===== config.mk =====
export PLATFORM = sky130hd
export DESIGN_NAME = sd_request_completion_tracker
export DESIGN_NICKNAME = d
export VERILOG_FILES = /design/src/rtl/sdrct_pkg.sv /design/src/rtl/sdrct_step.sv /design/src/rtl/sd_request_completion_tracker.sv
export VERILOG_INCLUDE_DIRS = /design/src /design/src/rtl
export SDC_FILE = /design/constraint.sdc
export NUM_CORES = 1
export LEC_CHECK = 0
export ABC_AREA = 1
export BUFFER_PORTS_ARGS = -buffer_cell sky130_fd_sc_hd__clkbuf_2
export CORE_ASPECT_RATIO = 1.4
export CORE_MARGIN = 1.5
export CORE_UTILIZATION = 51
export CTS_CLUSTER_SIZE = 8
export DETAILED_ROUTE_END_ITERATION = 12
export HOLD_SLACK_MARGIN = 0.05
export PLACE_DENSITY = 0.75
export SETUP_SLACK_MARGIN = 0.05
export SLEW_MARGIN = 5
export SYNTH_ARGS = -nofsm -noshare
export SYNTH_HDL_FRONTEND = slang
export SYNTH_HIERARCHICAL = 1
export SYNTH_SLANG_ARGS = --single-unit
export TNS_END_PERCENT = 10

===== constraint.sdc =====
create_clock -name aclk -period 1.8 [get_ports aclk]
set_input_delay 0.36 -clock aclk [delete_from_list [all_inputs] [get_ports aclk]]
set_output_delay 0.36 -clock aclk [all_outputs]
set_load 0.02 [all_outputs]

===== src/rtl/sd_request_completion_tracker_macros.svh =====
// assertion macros for the request completion tracker
`ifndef SD_REQUEST_COMPLETION_TRACKER_MACROS_SVH
`define SD_REQUEST_COMPLETION_TRACKER_MACROS_SVH

`ifndef NO_ASSERTIONS
// check a property on the rising clock edge, skipped while reset is low
`define SDRCT_ASSERT(lbl, clk, rstn, prop) \
    lbl: assert property (@(posedge clk) disable iff (!rstn) prop) \
        else $error("sdrct assertion failed");
// same check with a message of its own
`define SDRCT_ASSERT_MSG(lbl, clk, rstn, prop, msg) \
    lbl: assert property (@(posedge clk) disable iff (!rstn) prop) \
        else $error(msg);
`else
`define SDRCT_ASSERT(lbl, clk, rstn, prop)
`define SDRCT_ASSERT_MSG(lbl, clk, rstn, prop, msg)
`endif

`endif


===== src/rtl/sdrct_pkg.sv =====
package sdrct_pkg;

    // transaction kinds on the input channel
    localparam logic [1:0] ACT_START  = 2'd0;
    localparam logic [1:0] ACT_STATUS = 2'd1;
    localparam logic [1:0] ACT_DMA    = 2'd2;
    localparam logic [1:0] ACT_RETIRE = 2'd3;

    // awaited phase codes
    localparam logic [2:0] PH_NONE = 3'd0;
    localparam logic [2:0] PH_SENT = 3'd1;
    localparam logic [2:0] PH_RSP  = 3'd2;
    localparam logic [2:0] PH_XFER = 3'd3;
    localparam logic [2:0] PH_BOTH = 3'd4;

    // command error codes
    localparam logic [1:0] CERR_NONE    = 2'd0;
    localparam logic [1:0] CERR_TIMEOUT = 2'd1;
    localparam logic [1:0] CERR_CRC     = 2'd2;

    // data error codes
    localparam logic [2:0] DERR_NONE    = 3'd0;
    localparam logic [2:0] DERR_FIFO    = 3'd1;
    localparam logic [2:0] DERR_CRC     = 3'd2;
    localparam logic [2:0] DERR_TIMEOUT = 3'd3;
    localparam logic [2:0] DERR_FAILED  = 3'd4;

    // command status bits
    localparam int CS_TIMEOUT = 0;
    localparam int CS_SENT    = 1;
    localparam int CS_CRC     = 2;
    localparam int CS_RSP_END = 3;

    // data status bits
    localparam int DS_FIFO    = 0;
    localparam int DS_RX_CRC  = 1;
    localparam int DS_CRC     = 2;
    localparam int DS_TIMEOUT = 3;
    localparam int DS_FINISH  = 4;
    localparam int DS_RX_LAST = 5;

    // command clear bits
    localparam int CC_SENT    = 0;
    localparam int CC_CRC     = 1;
    localparam int CC_RSP_END = 2;

    typedef struct packed {
        logic [1:0] action;
        logic       has_response;
        logic       long_response;
        logic       check_crc;
        logic       has_data;
        logic       is_read;
        logic [3:0] cmd_status;
        logic [5:0] data_status;
        logic       dma_result_ok;
        logic       words_left_nonzero;
    } item_t;

    typedef struct packed {
        logic [2:0] phase;
        logic       request_active;
        logic       data_present;
        logic       long_rsp;
        logic       crc_checked;
        logic       read_dir;
        logic [1:0] cmd_err;
        logic [2:0] data_err;
    } track_state_t;

    typedef struct packed {
        logic       req_closed;
        logic [1:0] cmd_error;
        logic [2:0] data_error;
        logic [2:0] cmd_clear;
        logic       data_clear;
        logic       mask_cleared;
    } result_t;

endpackage


===== src/rtl/sdrct_step.sv =====
module sdrct_step (
    input  sdrct_pkg::item_t        item,
    input  sdrct_pkg::track_state_t st,
    output sdrct_pkg::track_state_t st_next,
    output sdrct_pkg::result_t      res
);

    logic       close;
    logic [2:0] cclr;
    logic       dclr;
    logic       bad_dma;

    // start, status, dma and retire events; status checks in fixed priority, later checks see earlier phase moves
    always_comb begin
        st_next = st;
        res     = '0;
        close   = 1'b0;
        cclr    = '0;
        dclr    = 1'b0;
        bad_dma = !item.dma_result_ok || (st.read_dir && item.words_left_nonzero);

        unique case (item.action)
            sdrct_pkg::ACT_START: begin
                st_next.phase = item.has_data ? sdrct_pkg::PH_BOTH :
                                item.has_response ? sdrct_pkg::PH_RSP :
                                sdrct_pkg::PH_SENT;
                st_next.request_active = 1'b1;
                st_next.data_present   = item.has_data;
                st_next.long_rsp       = item.long_response;
                st_next.crc_checked    = item.check_crc;
                st_next.read_dir       = item.is_read;
                st_next.cmd_err        = sdrct_pkg::CERR_NONE;
                st_next.data_err       = sdrct_pkg::DERR_NONE;
            end
            sdrct_pkg::ACT_STATUS: begin
                if (st.phase == sdrct_pkg::PH_NONE || !st.request_active) begin
                    res.mask_cleared = 1'b1;
                end else begin
                    // command side
                    if (item.cmd_status[sdrct_pkg::CS_TIMEOUT]) begin
                        st_next.cmd_err = sdrct_pkg::CERR_TIMEOUT;
                        close = 1'b1;
                    end
                    if (!close && item.cmd_status[sdrct_pkg::CS_SENT]) begin
                        if (st_next.phase == sdrct_pkg::PH_SENT) begin
                            st_next.cmd_err = sdrct_pkg::CERR_NONE;
                            close = 1'b1;
                        end else begin
                            cclr[sdrct_pkg::CC_SENT] = 1'b1;
                        end
                    end
                    if (!close && item.cmd_status[sdrct_pkg::CS_CRC]) begin
                        // long responses never fail on crc
                        if (!st.long_rsp && st.crc_checked) begin
                            st_next.cmd_err = sdrct_pkg::CERR_CRC;
                            close = 1'b1;
                        end else begin
                            cclr[sdrct_pkg::CC_CRC] = 1'b1;
                        end
                    end
                    if (!close && item.cmd_status[sdrct_pkg::CS_RSP_END]) begin
                        if (st_next.phase == sdrct_pkg::PH_RSP) begin
                            st_next.cmd_err = sdrct_pkg::CERR_NONE;
                            close = 1'b1;
                        end else begin
                            if (st_next.phase == sdrct_pkg::PH_BOTH) begin
                                st_next.cmd_err = sdrct_pkg::CERR_NONE;
                                st_next.phase   = sdrct_pkg::PH_XFER;
                            end
                            cclr[sdrct_pkg::CC_RSP_END] = 1'b1;
                        end
                    end
                    // data side, only with a transfer
                    if (!close && st.data_present) begin
                        if (item.data_status[sdrct_pkg::DS_FIFO]) begin
                            st_next.cmd_err  = sdrct_pkg::CERR_NONE;
                            st_next.data_err = sdrct_pkg::DERR_FIFO;
                            close = 1'b1;
                        end else if (item.data_status[sdrct_pkg::DS_RX_CRC]) begin
                            st_next.cmd_err  = sdrct_pkg::CERR_NONE;
                            st_next.data_err = sdrct_pkg::DERR_CRC;
                            close = 1'b1;
                        end else if (item.data_status[sdrct_pkg::DS_CRC]) begin
                            // data crc flag closes with no error
                            st_next.cmd_err  = sdrct_pkg::CERR_NONE;
                            st_next.data_err = sdrct_pkg::DERR_NONE;
                            close = 1'b1;
                        end else if (item.data_status[sdrct_pkg::DS_TIMEOUT]) begin
                            st_next.cmd_err  = sdrct_pkg::CERR_NONE;
                            st_next.data_err = sdrct_pkg::DERR_TIMEOUT;
                            close = 1'b1;
                        end else begin
                            if (item.data_status[sdrct_pkg::DS_FINISH]) begin
                                if (st_next.phase == sdrct_pkg::PH_XFER) begin
                                    st_next.cmd_err  = sdrct_pkg::CERR_NONE;
                                    st_next.data_err = sdrct_pkg::DERR_NONE;
                                    close = 1'b1;
                                end else begin
                                    if (st_next.phase == sdrct_pkg::PH_BOTH) begin
                                        st_next.data_err = sdrct_pkg::DERR_NONE;
                                        st_next.phase    = sdrct_pkg::PH_RSP;
                                    end
                                    dclr = 1'b1;
                                end
                            end
                            if (!close && item.data_status[sdrct_pkg::DS_RX_LAST]) begin
                                st_next.cmd_err  = sdrct_pkg::CERR_NONE;
                                st_next.data_err = sdrct_pkg::DERR_NONE;
                                close = 1'b1;
                            end
                        end
                    end
                    // closing reports the collected clear bits
                    if (close) begin
                        st_next.phase    = sdrct_pkg::PH_NONE;
                        res.req_closed   = 1'b1;
                        res.mask_cleared = 1'b1;
                        res.cmd_clear    = cclr;
                        res.data_clear   = dclr;
                    end
                end
            end
            sdrct_pkg::ACT_DMA: begin
                if (st.request_active && st.data_present && bad_dma) begin
                    st_next.data_err = sdrct_pkg::DERR_FAILED;
                    st_next.phase    = sdrct_pkg::PH_NONE;
                    res.req_closed   = 1'b1;
                    res.mask_cleared = 1'b1;
                end
            end
            sdrct_pkg::ACT_RETIRE: begin
                st_next.request_active = 1'b0;
                st_next.phase          = sdrct_pkg::PH_NONE;
                res.mask_cleared       = 1'b1;
            end
            default: begin
                st_next = st;
            end
        endcase

        res.cmd_error  = st_next.cmd_err;
        res.data_error = st_next.data_err;
    end

endmodule


===== src/rtl/sd_request_completion_tracker.sv =====
// request completion tracker for an sd/mmc host
// input channel (s_*): one transaction per event: start request, status
//   interrupt, dma done, or retire request, with the fields each kind uses
// result channel (m_*): exactly one result transaction per input transaction,
//   in order: request closed flag, command and data error codes, status clear
//   bits and the mask clear flag
// path: an accepted transaction passes the input register, then the result
//   register, and m_valid rises once it reaches the result register
// throughput: one transaction per cycle while the receiver keeps m_ready high;
//   the tracking state is updated as an item moves between the two registers
// reset (aresetn low, synchronous): no request active, nothing awaited,
//   error codes zero, both registers empty
// receiver stall: the result register holds its transaction, the input
//   register keeps one more, and s_ready then drops until m_ready returns
`include "sd_request_completion_tracker_macros.svh"

module sd_request_completion_tracker (
    input  logic       aclk,
    input  logic       aresetn,
    input  logic       s_valid,
    output logic       s_ready,
    input  logic [1:0] s_action,
    input  logic       s_has_response,
    input  logic       s_long_response,
    input  logic       s_check_crc,
    input  logic       s_has_data,
    input  logic       s_is_read,
    input  logic [3:0] s_cmd_status,
    input  logic [5:0] s_data_status,
    input  logic       s_dma_result_ok,
    input  logic       s_words_left_nonzero,
    output logic       m_valid,
    input  logic       m_ready,
    output logic       m_req_closed,
    output logic [1:0] m_cmd_error,
    output logic [2:0] m_data_error,
    output logic [2:0] m_cmd_clear,
    output logic       m_data_clear,
    output logic       m_mask_cleared
);

    logic                    in_valid_reg;
    sdrct_pkg::item_t        item_reg;
    sdrct_pkg::item_t        item_next;
    sdrct_pkg::track_state_t st_reg;
    sdrct_pkg::track_state_t st_next;
    logic                    out_valid_reg;
    sdrct_pkg::result_t      res_reg;
    sdrct_pkg::result_t      res_next;
    logic                    advance;
    logic                    s_fire;

    // pipeline handshake
    assign advance = in_valid_reg && (!out_valid_reg || m_ready);
    assign s_ready = !in_valid_reg || advance;
    assign s_fire  = s_valid && s_ready;

    assign item_next = '{
        action:             s_action,
        has_response:       s_has_response,
        long_response:      s_long_response,
        check_crc:          s_check_crc,
        has_data:           s_has_data,
        is_read:            s_is_read,
        cmd_status:         s_cmd_status,
        data_status:        s_data_status,
        dma_result_ok:      s_dma_result_ok,
        words_left_nonzero: s_words_left_nonzero
    };

    // input register
    always_ff @(posedge aclk) begin
        if (!aresetn) begin
            in_valid_reg <= 1'b0;
        end else if (s_ready) begin
            in_valid_reg <= s_valid;
        end
        if (s_fire) begin
            item_reg <= item_next;
        end
    end

    // event evaluation
    sdrct_step u_step (
        .item    (item_reg),
        .st      (st_reg),
        .st_next (st_next),
        .res     (res_next)
    );

    // tracking state
    always_ff @(posedge aclk) begin
        if (!aresetn) begin
            st_reg <= '0;
        end else if (advance) begin
            st_reg <= st_next;
        end
    end

    // result register
    always_ff @(posedge aclk) begin
        if (!aresetn) begin
            out_valid_reg <= 1'b0;
        end else if (!out_valid_reg || m_ready) begin
            out_valid_reg <= in_valid_reg;
        end
        if (advance) begin
            res_reg <= res_next;
        end
    end

    assign m_valid        = out_valid_reg;
    assign m_req_closed   = res_reg.req_closed;
    assign m_cmd_error    = res_reg.cmd_error;
    assign m_data_error   = res_reg.data_error;
    assign m_cmd_clear    = res_reg.cmd_clear;
    assign m_data_clear   = res_reg.data_clear;
    assign m_mask_cleared = res_reg.mask_cleared;

    // a phase is only awaited while a request is open
    `SDRCT_ASSERT_MSG(a_phase_needs_active, aclk, aresetn, (st_reg.phase != sdrct_pkg::PH_NONE) |-> st_reg.request_active, "phase set with no active request")
    // closing a request always clears the interrupt mask
    `SDRCT_ASSERT(a_done_clears_mask, aclk, aresetn, (m_valid && m_req_closed) |-> m_mask_cleared)
    // clear bits go out only with a closing result
    `SDRCT_ASSERT(a_clear_needs_done, aclk, aresetn, (m_valid && (m_cmd_clear != 3'd0 || m_data_clear)) |-> m_req_closed)
    // a start opens a clean request
    `SDRCT_ASSERT_MSG(a_start_opens, aclk, aresetn, (advance && item_reg.action == sdrct_pkg::ACT_START) |=> (st_reg.request_active && st_reg.cmd_err == sdrct_pkg::CERR_NONE && st_reg.data_err == sdrct_pkg::DERR_NONE), "start did not open a clean request")

endmodule


---- Word-level counts from Yosys, hierarchy flattened ----
Cells that the tools add are included.
word-level totals
  memories kept ........................... 0
  word-level logic and storage cells ...... 167
  bits in read-only memories .............. 0
  output and inout port bits .............. 13
  register bits ........................... 45
  bits in latches ......................... 0
  bits of input ports ..................... 23
  memory bits (writable) .................. 0
cells by class
  $add $sub $neg .......................... 0
  divide/modulo/power cells ............... 0
  bitwise operators ....................... 7
  mux-type cells .......................... 87
  reductions and logical operators ........ 35
  equal/unequal tests ..................... 10
  $lt $le $gt $ge ......................... 0
  shift operators ......................... 0
  multipliers ............................. 0
operator list
  operator                                                          count
  3-bit two-way mux                                                 20
  1-bit two-way mux                                                 41
  5-bit two-way mux                                                 8
  2-bit two-way mux                                                 12
  3-bit case mux with 4 select lines                                1
  4-bit OR reduction                                                3
  1-bit logical AND                                                 11
  1-bit logical NOT                                                 10
  3-bit case mux with 3 select lines                                1
  9-bit OR reduction                                                1
  1-bit NOT                                                         7
  3-bit by 2-bit == test with 1-bit output (second input constant)  2
  3-bit == test (second input constant)                             2
  2-bit == test (second input constant)                             2
  1-bit logical OR                                                  4
  1-bit case mux with 2 select lines                                2
  2-bit case mux with 2 select lines                                1
  2-bit AND reduction                                               2
  3-bit by 1-bit == test with 1-bit output (second input constant)  1
  3-bit logical NOT                                                 1
  1-bit case mux with 3 select lines                                1
  3-bit AND reduction                                               1
  2-bit by 1-bit == test with 1-bit output (second input constant)  1
  2-bit logical NOT                                                 1
  other kinds (3)                                                   3

---- Logic depth before layout (Yosys ltp) ----
Gate-level depths: netlist (run 1).
  depth in word-level cells ............... 42
  depth in mapped cells ................... 21
  depth with buffers taken out ............ 20

---- Cells and area by module ----
Netlist (run 1), hierarchy kept.
by module, submodules not included
  module                         cells each  area an instance (µm²)  instances
  sd_request_completion_tracker  127         1,622.8                 1
  sdrct_step                     165         830.8                   1

---- Worst setup path after synthesis (run 1) ----
No wires, ideal clock.
  path type ............................... reg2reg
  start point ............................. register item_reg[8] (netlist bit)
  end point ............................... register st_reg[1] (netlist bit)
  arrival ................................. 1,801 ps
  path slack .............................. -116 ps
  data required time ...................... 1,685 ps
  cell stages (with the launch flop) ...... 22
  setup time .............................. 115 ps
  buffers on the path ..................... 1
  cells stage by stage .................... edfxtp_1 inv_1 nand2_1 nor2_2 nor2_4 o2111ai_1 nand2_1 nand2_1 nand2_1 nand3_1 nand2_1 nand2_1 nand2_1 nand2_1 nand2_1 nand2_1 nand2_1 buf_4 inv_1 nand3_2 nand2_1 nor2_1
RTL lines
  what                    line                                 RTL
  from (decl)             sd_request_completion_tracker.sv:43  sdrct_pkg::item_t item_reg;
  from (signal assigned)  sd_request_completion_tracker.sv:79  item_reg <= item_next;
  to (signal assigned)    sd_request_completion_tracker.sv:96  st_reg <= st_next;
  to (decl)               sd_request_completion_tracker.sv:45  sdrct_pkg::track_state_t st_reg;

==> results.tsv, run 1 <==
metric	value	unit
cp-start-kind	flip-flop	
grt_pass1_vias	1948	
clk_latency	0.29	ns
start_util	53.67	%
cts_sinks	45	
wl_per_cell	12.31	µm
coreArea	0.004572	mm²
ant_nets	0	
crit_path_max_incr_delay	0.33	ns
synth-compound-area-share	10.56	%
io_buffer_count	35	
synth.ff_latch_count	45	
pre_cts_slack	-0.1091	ns
rsz0062_at_grt	true	
stdcell_area	0.002959	mm²
path_clk_slew	0.08	ns
max_slew_margin	77.72	%
vdd_drop_max	0.5870	mV
synthAdderAreaFrac	2.040	%
final-setup-viol-count	10	
critical_path_class	flip-flop to flip-flop	
arrival	2.08	ns
ys.flop_type	edfxtp_1	
fin_util	64.72	%
yosys.area_share.xor_xnor	0	%
setup_tns	-0.5403	ns
synth-edff-count	30	
cts_tree	built	
largest_reg_flops	19	
cts_made_buffers	5	
synth_top_area_share	36.72	%
grtUsageTotal	21.72	%
setup_ws	-0.09317	ns
ios	36	
drt-pass1-iter-count	4	
cp.required	1.98	ns
drive_gt1_share	32.10	%
slowest_stage	dfxtp_2	
violations	setup timing	
gp_congestion	0.9061	
async_flop_share	0	%
tightest_slew	0.3342	ns
antenna_cells	0	
end_kind	flip-flop	
power.leakage	1.339	nW
antenna_found_initial	0	
timing.final.hold_violations	0	
synthTopCellsByArea	edfxtp_1 (37%), dfxtp_1 (12%), nand2_1 (9.5%), inv_1 (6.9%), a21oi_1 (5.1%)	
run_status	finished, violations left	
drv_cap	0	
synthSimpleGateAreaFrac	26.62	%
htreeDepth	2	
synthCells	292	
crit_path_frequent_cell	nand2_1	
crit_family	simple AND/OR/NAND/NOR gates	
drcViolationCount	0	
worstPathBufferInverterCount	2	
skew	0.007144	ns
slew_violations	0	
fin_crit_sh	105.2	%
yosys-top-cells-count	nand2_1 (62), inv_1 (45), edfxtp_1 (30)	
p_per_area	740.8	mW/mm²
cp_cell_sequence	inv_2, nand3_2, nor2_4, nor2_4, o2111ai_1, nand2_1, nand2_1, nand2_1, nand3_1, nand2_1, nand2_1, nand2_1, nand2_1, nand2_1, nand2_1, nand2_1, inv_2, nand3_2, nand2_1, nor2_1	
die_area	0.005242	mm²
syn-num-nets	319	
fin_crit	1.893	ns
seq_area_frac_synth	48.95	%
vias	2062	
yosysTopAreaCell	edfxtp_1	
final.fill_count	420	
fmax	528.2	MHz
grt_pass1_wl	8507	µm
area_delta_synth_final	20.60	%
finalWirelength	5098	µm
postCtsHoldBufs	0	
hp-class	input port to flip-flop	
die_y	85.07	µm
cts_buffer_depth	2	
cp_max_fo	5	
drtIter0Drc	71	
vias_per_cell	4.981	
hpwl	3928	µm
rows	29	
die_w	61.62	µm
synth_warnings	6	
grt_max_degree	28	
yosysMostFrequentCell	nand2_1	
synthMuxAreaShare	0	%
synthDistinctLibCells	32	
syn-cell-area	0.002454	mm²
grt_overflow	0	
layout.nets	378	
postPlaceCellArea	0.002815	mm²
cts_root_buf	clkbuf_8	
synth_top_family_by_area	simple AND/OR/NAND/NOR gates	
avgSynthCellArea	8.403	µm²
[final timing paths]
kind	start	endpoint	slack [ns]	cells after the start
max	st_reg[11]	st_reg[1]	-0.09	20
min	s_cmd_status[2]	item_reg[10]	0.24	1
max reg2reg	st_reg[11]	st_reg[1]	-0.09	20
min reg2reg	st_reg[4]	st_reg[4]	0.49	2
[power breakdown]
group | switching [mW] | internal, mW
clock | 0.307 | 0.313
sequential | 0.0355 | 1.17
combinational | 0.219 | 0.152
[metrics by stage]
| step | instances | power, mW | hold WS (ns) |
|---|---|---|---|
| finish | 414 | 2.192 | 0.2378 |
| global route | 414 | 2.306 | 0.2202 |
| CTS | 413 | 2.215 | 0.2279 |
| detailed placement | 404 | 1.583 | 0.4796 |
| global placement | 404 | 1.576 | 0.4666 |
| floorplan | 292 | 1.460 | 0.4516 |
[cell type report]
cell class              instances  area, µm²  share of cell area [%]
well taps                      62      77.57                   2.622
flip-flops and latches         45       1205                   40.72
clock buffers                   8      90.09                   3.044
repair buffers                 64      392.9                   13.28
multi-input cells             185       1006                   34.00
inverters                      50      187.7                   6.342
[worst reg2reg max path: cells and delay by family (launching register included)]
family,cells,cell delay (ns)
simple gates,17,1.25
compound gates,1,0.07
buf+inv,2,0.15
flops,1,0.33
[timing repair]
item,CTS,global route
pin swaps,1,2
setup endpoints to repair,17,19
setup buffers,1,1
resized for setup,10,6
[kinds of logic after synthesis]
family                     after synthesis
AOI/OAI and AO/OA                       47
adders and majority gates                4
buffers and inverters                   62
DFF                                     45
and+or+nand+nor                        134
[cell usage in the layout, fill, tap and decap left out, drive strengths merged]
| cell type | count |
|---|---|
| nor2 | 33 |
| ha | 4 |
| clkbuf | 43 |
| buf | 29 |
| nand3 | 23 |
| nor3 | 6 |
| inv | 50 |
| a31oi | 2 |
| nand3b | 1 |
| edfxtp | 30 |
| a21boi | 1 |
| a21oi | 27 |
| nor4 | 1 |
| o21ai | 15 |
| o22a | 1 |
| dfxtp | 15 |
| nand2 | 67 |
| nand4 | 1 |
| o2111ai | 1 |
| nor3b | 2 |
[per-layer routing]
| layer | track usage, % | up-vias | routed length (µm) |
|---|---|---|---|
| li1 | - | 1066 | - |
| met1 | 24.88 | 941 | 2135 |
| met2 | 38.09 | 42 | 2702 |
| met3 | 3.201 | 13 | 134 |
| met4 | 9.671 | 0 | 126 |
| met5 | 0 | - | 0 |
Power figures use the tool's default switching activity.
==> run 2: changes to the inputs <==
MAX_ROUTING_LAYER = met4   (was not set)
PLACE_DENSITY = 0.84   (was 0.75)
==> run 2 against run 1 <==
Net effect: the run still ends with setup timing left; largest cell class unchanged; sequential power is essentially flat; worst setup slack lost 0.12 ns; critical path depth shrank 6; sequential share of layout area shrank 2.4 points; worst hold slack lost 0.0066 ns; fmax shrank 6.1%; critical path type unchanged; count of clock-buffer cells in the layout shrank 1.
==> results.tsv, run 2 (synthesis results as in run 1) <==
metric	value	unit	change
die_w	61.62	µm	unchanged
final.fill_count	370		-12%
cts_buffer_depth	2		unchanged
hpwl	3886	µm	-1.1%
drtIter0Drc	114		+61%
crit_family	simple AND/OR/NAND/NOR gates		
slew_violations	0		unchanged
pre_cts_slack	-0.1781	ns	-0.06906 ns
start_util	53.67	%	unchanged
final_cell_mix	nand2_1 (55), inv_1 (42), clkbuf_2 (35), buf_4 (35), edfxtp_1 (30)		
slowest_stage	dfxtp_2		
die_y	85.07	µm	unchanged
vias_per_cell	5.064		+1.7%
fin_crit	2.017	ns	+0.1237 ns
stdcell_area	0.003148	mm²	+6.4%
hp-class	input port to flip-flop		
drive_gt1_share	38.16	%	+6.1 points
power.leakage	1.407	nW	+5.1%
run_status	finished, violations left		
wl_per_cell	13.32	µm	+8.1%
worstPathBufferInverterCount	5		+3
fin_util	68.86	%	+4.1 points
final_common_cell	nand2_1		
power.switching	625.6	µW	+11%
tightest_slew	0.3839	ns	+0.04970 ns
gp_congestion	0.9022		-0.43%
postCtsHoldBufs	0		unchanged
critical_path_class	flip-flop to flip-flop		
cts_root_buf	clkbuf_8		
setup_ws	-0.2169	ns	-0.1237 ns
grt_pass1_wl	8500	µm	about the same
grt_use_met1	24.60	%	-0.27 points
io_buffer_count	35		unchanged
p_seq_share	50.2	%	-4.6 points
rsz0062_at_grt	true		
clk_latency	0.30	ns	about the same
cts_tree	built		
htreeDepth	2		unchanged
multiInputGateArea	0.001102	mm²	+9.6%
grt_util_met2	37.61	%	-0.48 points
layout.nets	385		+1.9%
grt_pass1_vias	2006		+3.0%
p_per_area	762.1	mW/mm²	+2.9%
grt_overflow	0		unchanged
fin_crit_sh	112.0	%	+6.9 points
arrival	2.26	ns	+0.18 ns
antenna_cells	0		unchanged
violations	setup timing		
timing.final.hold_violations	0		unchanged
path_clk_slew	0.08	ns	about the same
grtUsageTotal	22.63	%	+0.92 points
area_delta_synth_final	28.30	%	
coreArea	0.004572	mm²	unchanged
die_area	0.005242	mm²	unchanged
p_total	2.399	mW	+9.5%
skew	0.004020	ns	-0.003124 ns
grt_max_degree	28		unchanged
rows	29		unchanged
cp_max_fo	3		-2
ios	36		unchanged
met3_usage	5.335	%	+2.1 points
ant_nets	0		unchanged
drcViolationCount	0		unchanged
cp_cell_sequence	buf_4, nor4_4, buf_4, nor2_4, nand2_2, nor2_4, buf_4, buf_4, a21oi_2, o22a_1, inv_1, nand3_1, nand2_1, nor2_1		
cts_made_buffers	5		unchanged
p_int	1.774	mW	+8.8%
p_comb_share	17.4	%	+0.5 points
postPlaceCellArea	0.002800	mm²	-0.53%
end_kind	flip-flop		
final-setup-viol-count	13		+3
antenna_found_initial	0		unchanged
crit_path_max_incr_delay	0.34	ns	about the same
cts_sinks	45		unchanged
vias	2132		+3.4%
regArea	0.001205	mm²	unchanged
fmax	495.8	MHz	-6.1%
cp.required	2.04	ns	+0.06 ns
drv_cap	0		unchanged
busiest_layer	met2		
finalWirelength	5606	µm	+10%
drt-pass1-iter-count	4		unchanged
switching_share	26.07	%	+0.48 points
crit_path_frequent_cell	buf_4		
max_slew_margin	74.14	%	-3.6 points
clkPwrFrac	32.5	%	+4.2 points
largest_reg_flops	19		unchanged
vdd_drop_max	0.6016	mV	+2.5%
cp-start-kind	flip-flop		
run 2: worst paths after layout:
| path | cells past startpoint | slack [ns] | from | end |
|---|---|---|---|---|
| setup / recovery | 14 | -0.22 | st_reg[12] | st_reg[2] |
| hold / removal | 1 | 0.23 | s_cmd_status[1] | item_reg[9] |
| setup reg to reg | 14 | -0.22 | st_reg[12] | st_reg[2] |
| hold reg to reg | 2 | 0.50 | st_reg[7] | st_reg[7] |
run 2: final cells by class:
cell class / count / share of cell area (%)
Clock buffer: 7 / 3.776
Clock inverter: 1 / 0.1590
Tap cell: 62 / 2.464
Sequential cell: 45 / 38.28
Multi-Input combinational cell: 185 / 35.02
Timing Repair Buffer: 71 / 14.27
Inverter: 50 / 6.041
run 2: repair_timing:
item / in CTS / in global routing
buffers inserted: 7 / 4
resized for setup: 9 / 33
pin swaps: 6 / 13
cloned: 0 / 0
endpoints found under the setup margin: 19 / 19
run 2: worst register-to-register path, cell delays in order (launching register included):
cell	delay (ns)
dfxtp_2	0.34
buf_4	0.14
nor4_4	0.27
buf_4	0.18
nor2_4	0.04
nand2_2	0.09
nor2_4	0.04
buf_4	0.13
buf_4	0.13
a21oi_2	0.16
o22a_1	0.19
inv_1	0.05
nand3_1	0.07
nand2_1	0.05
nor2_1	0.08
run 2: routing by layer:
layer  vias up  share of wire, %
met5         -                 0
met4         0               3.9
met3        23               5.8
met2        79                54
met1       957                36
li1       1073                 -
run 2: per-stage QoR:
| step | setup TNS (ns) | hold slack, ns | cells |
|---|---|---|---|
| 2_1_floorplan | -0.1054 | 0.4516 | 292 |
| 3_3_place_gp | -0.4353 | 0.4624 | 402 |
| 3_5_place_dp | -1.387 | 0.4772 | 402 |
| 4_1_cts | -1.173 | 0.2271 | 417 |
| 5_1_grt | -3.094 | 0.2234 | 421 |
| 6_report | -1.349 | 0.2312 | 421 |
run 2: power by group through the flow:
stage | clock network [mW] | registers, mW | logic (mW)
after floorplan | 0 | 1.23 | 0.228
after global placement | 0 | 1.22 | 0.343
after detailed placement | 0 | 1.22 | 0.355
after CTS | 0.798 | 1.20 | 0.376
after global routing | 0.842 | 1.21 | 0.453
final | 0.779 | 1.20 | 0.416
==> run 3: changes to the inputs <==
BUFFER_PORTS_ARGS = -buffer_cell sky130_fd_sc_hd__buf_2   (was -buffer_cell sky130_fd_sc_hd__clkbuf_2)
CORE_UTILIZATION = 50   (was 51)
PLACE_DENSITY = 0.83   (was 0.84)
==> run 3 against run 2 <==
Net effect: the run still ends with setup timing left; final area down 4.5%; combinational power down 8.2%; worst hold slack worse by 0.0018 ns; fmax up 4.5%; die area up 1.9%; count of clock-buffer cells in the layout down 1; first-iteration DRC count down 38%; total power down 6.8%; sequential power about the same; wire length down 4.3%; worst setup slack better by 0.087 ns; critical path type unchanged; highest routed layer unchanged.
==> results.tsv, run 3 (synthesis results as in run 1) <==
metric	value	unit	change
area_delta_synth_final	22.49	%	
regArea	0.001207	mm²	+0.21%
fin_util	63.04	%	-5.8 points
antenna_cells	0		unchanged
coreArea	0.004767	mm²	+4.3%
grt_max_degree	28		unchanged
drcViolationCount	0		unchanged
ant_nets	0		unchanged
timing.final.hold_violations	0		unchanged
postPlaceCellArea	0.002795	mm²	-0.18%
rsz0062_at_grt	true		
final_common_cell	nand2_1		
end_kind	flip-flop		
drt-pass1-iter-count	5		+1
grtUsageTotal	21.73	%	-0.90 points
critical_path_class	flip-flop to flip-flop		
cp_max_fo	5		+2
postCtsHoldBufs	0		unchanged
p_per_area	744.4	mW/mm²	-2.3%
cts_made_buffers	5		unchanged
tightest_slew	0.3290	ns	-0.05493 ns
cts_sinks	45		unchanged
die_w	62.21	µm	+0.95%
hold_slack	0.2294	ns	-0.001809 ns
path_clk_slew	0.09	ns	about the same
finalWirelength	5367	µm	-4.3%
htreeDepth	2		unchanged
arrival	2.17	ns	-0.09 ns
grt_overflow	0		unchanged
rows	30		+3.4%
start_util	51.47	%	-2.2 points
p_total	2.237	mW	-6.8%
final-setup-viol-count	12		-1
wl_per_cell	12.96	µm	-2.6%
grt_pass1_vias	1968		-1.9%
cts_buffer_depth	2		unchanged
final.fill_count	418		+13%
io_buffer_count	35		unchanged
stdcell_area	0.003005	mm²	-4.5%
drv_cap	0		unchanged
hpwl	3901	µm	+0.38%
cts_tree	built		
vdd_drop_max	0.4507	mV	-25%
cp-start-kind	flip-flop		
grt_pass1_wl	8769	µm	+3.2%
layout.nets	376		-2.3%
slew_violations	0		unchanged
violations	setup timing		
power.leakage	1.341	nW	-4.7%
fin_crit_sh	107.2	%	-4.8 points
cp.required	2.04	ns	about the same
die_area	0.005342	mm²	+1.9%
multiInputGateArea	0.001054	mm²	-4.4%
cts_root_buf	clkbuf_8		
max_slew_margin	78.05	%	+3.9 points
drtIter0Drc	71		-38%
hp-class	input port to flip-flop		
final_cell_mix	nand2_1 (59), inv_1 (42), buf_2 (35), edfxtp_1 (30), buf_4 (27)		
vias_per_cell	5.046		-0.36%
die_y	85.89	µm	+0.96%
run_status	finished, violations left		
clk_latency	0.30	ns	about the same
fin_crit	1.930	ns	-0.08717 ns
setup_ws	-0.1297	ns	+0.08717 ns
ios	36		unchanged
drive_gt1_share	34.86	%	-3.3 points
fmax	518.2	MHz	+4.5%
vias	2089		-2.0%
largest_reg_flops	19		unchanged
skew	0.01114	ns	+0.007115 ns
antenna_found_initial	0		unchanged
gp_congestion	0.9260		+2.6%
[run 3: changes by cell type in the layout (fill, tap and decap cells not counted), moves of 4 or more]
cell,previous run,this run
o21ai_2,3,7
o21ai_1,4,0
nand2_2,9,5
clkbuf_2,35,0
nand2_1,55,59
buf_2,0,35
buf_4,35,27
[run 3: where the power goes]
group / internal (mW) / switching (mW)
combinational: 0.152 / 0.230
sequential: 1.16 / 0.0385
clock: 0.311 / 0.340
total: 1.63 / 0.609
[run 3: worst paths after layout]
kind / slack, ns / to / start / cells after the start
setup reg to reg: -0.13 / st_reg[2] / st_reg[10] / 12
hold reg to reg: 0.49 / st_reg[11] / st_reg[11] / 2
setup / recovery: -0.13 / st_reg[2] / st_reg[10] / 12
hold / removal: 0.23 / item_reg[10] / s_cmd_status[2] / 1
[run 3: routing by layer]
metal | wire length [µm] | track usage, %
met5 | 0 | -
met1 | 2050 | 23.37
met4 | 195 | 11.92
met2 | 2852 | 38.24
met3 | 268 | 3.675
[run 3: timing repair]
action | CTS | global route
gates resized for setup | 17 | 14
endpoints found under the setup margin | 19 | 19
setup buffers | 1 | 2
pin swaps | 1 | 3
[run 3: metrics by stage]
| step | setup TNS (ns) | worst slack, ns | cells |
|---|---|---|---|
| after detailed placement | -3.685 | -0.3474 | 403 |
| after global placement | -3.487 | -0.2940 | 403 |
| after global routing | -3.040 | -0.2855 | 414 |
| after CTS | -0.8585 | -0.1301 | 412 |
| final | -0.7550 | -0.1297 | 414 |
| after floorplan | -0.1054 | -0.04458 | 292 |
[run 3: worst max-delay path, stage by stage, from the launching register on]
cell and delay [ns]:
dfxtp_2 0.41, inv_2 0.08, nand2_2 0.11, nor2_4 0.06
buf_4 0.13, o21ai_0 0.27, nand3_1 0.17, a21oi_2 0.19
o22a_1 0.16, inv_1 0.04, nand3_1 0.08, nand2_1 0.07
nor2_1 0.10
[run 3: cell type report]
cell class,instances,area share (%)
inverters,50,6.328
clock buffers,6,2.748
multi-input cells,185,35.05
flip-flops and latches,45,40.17
repair buffers,62,12.57
clock inverters,2,0.4580
well taps,64,2.664
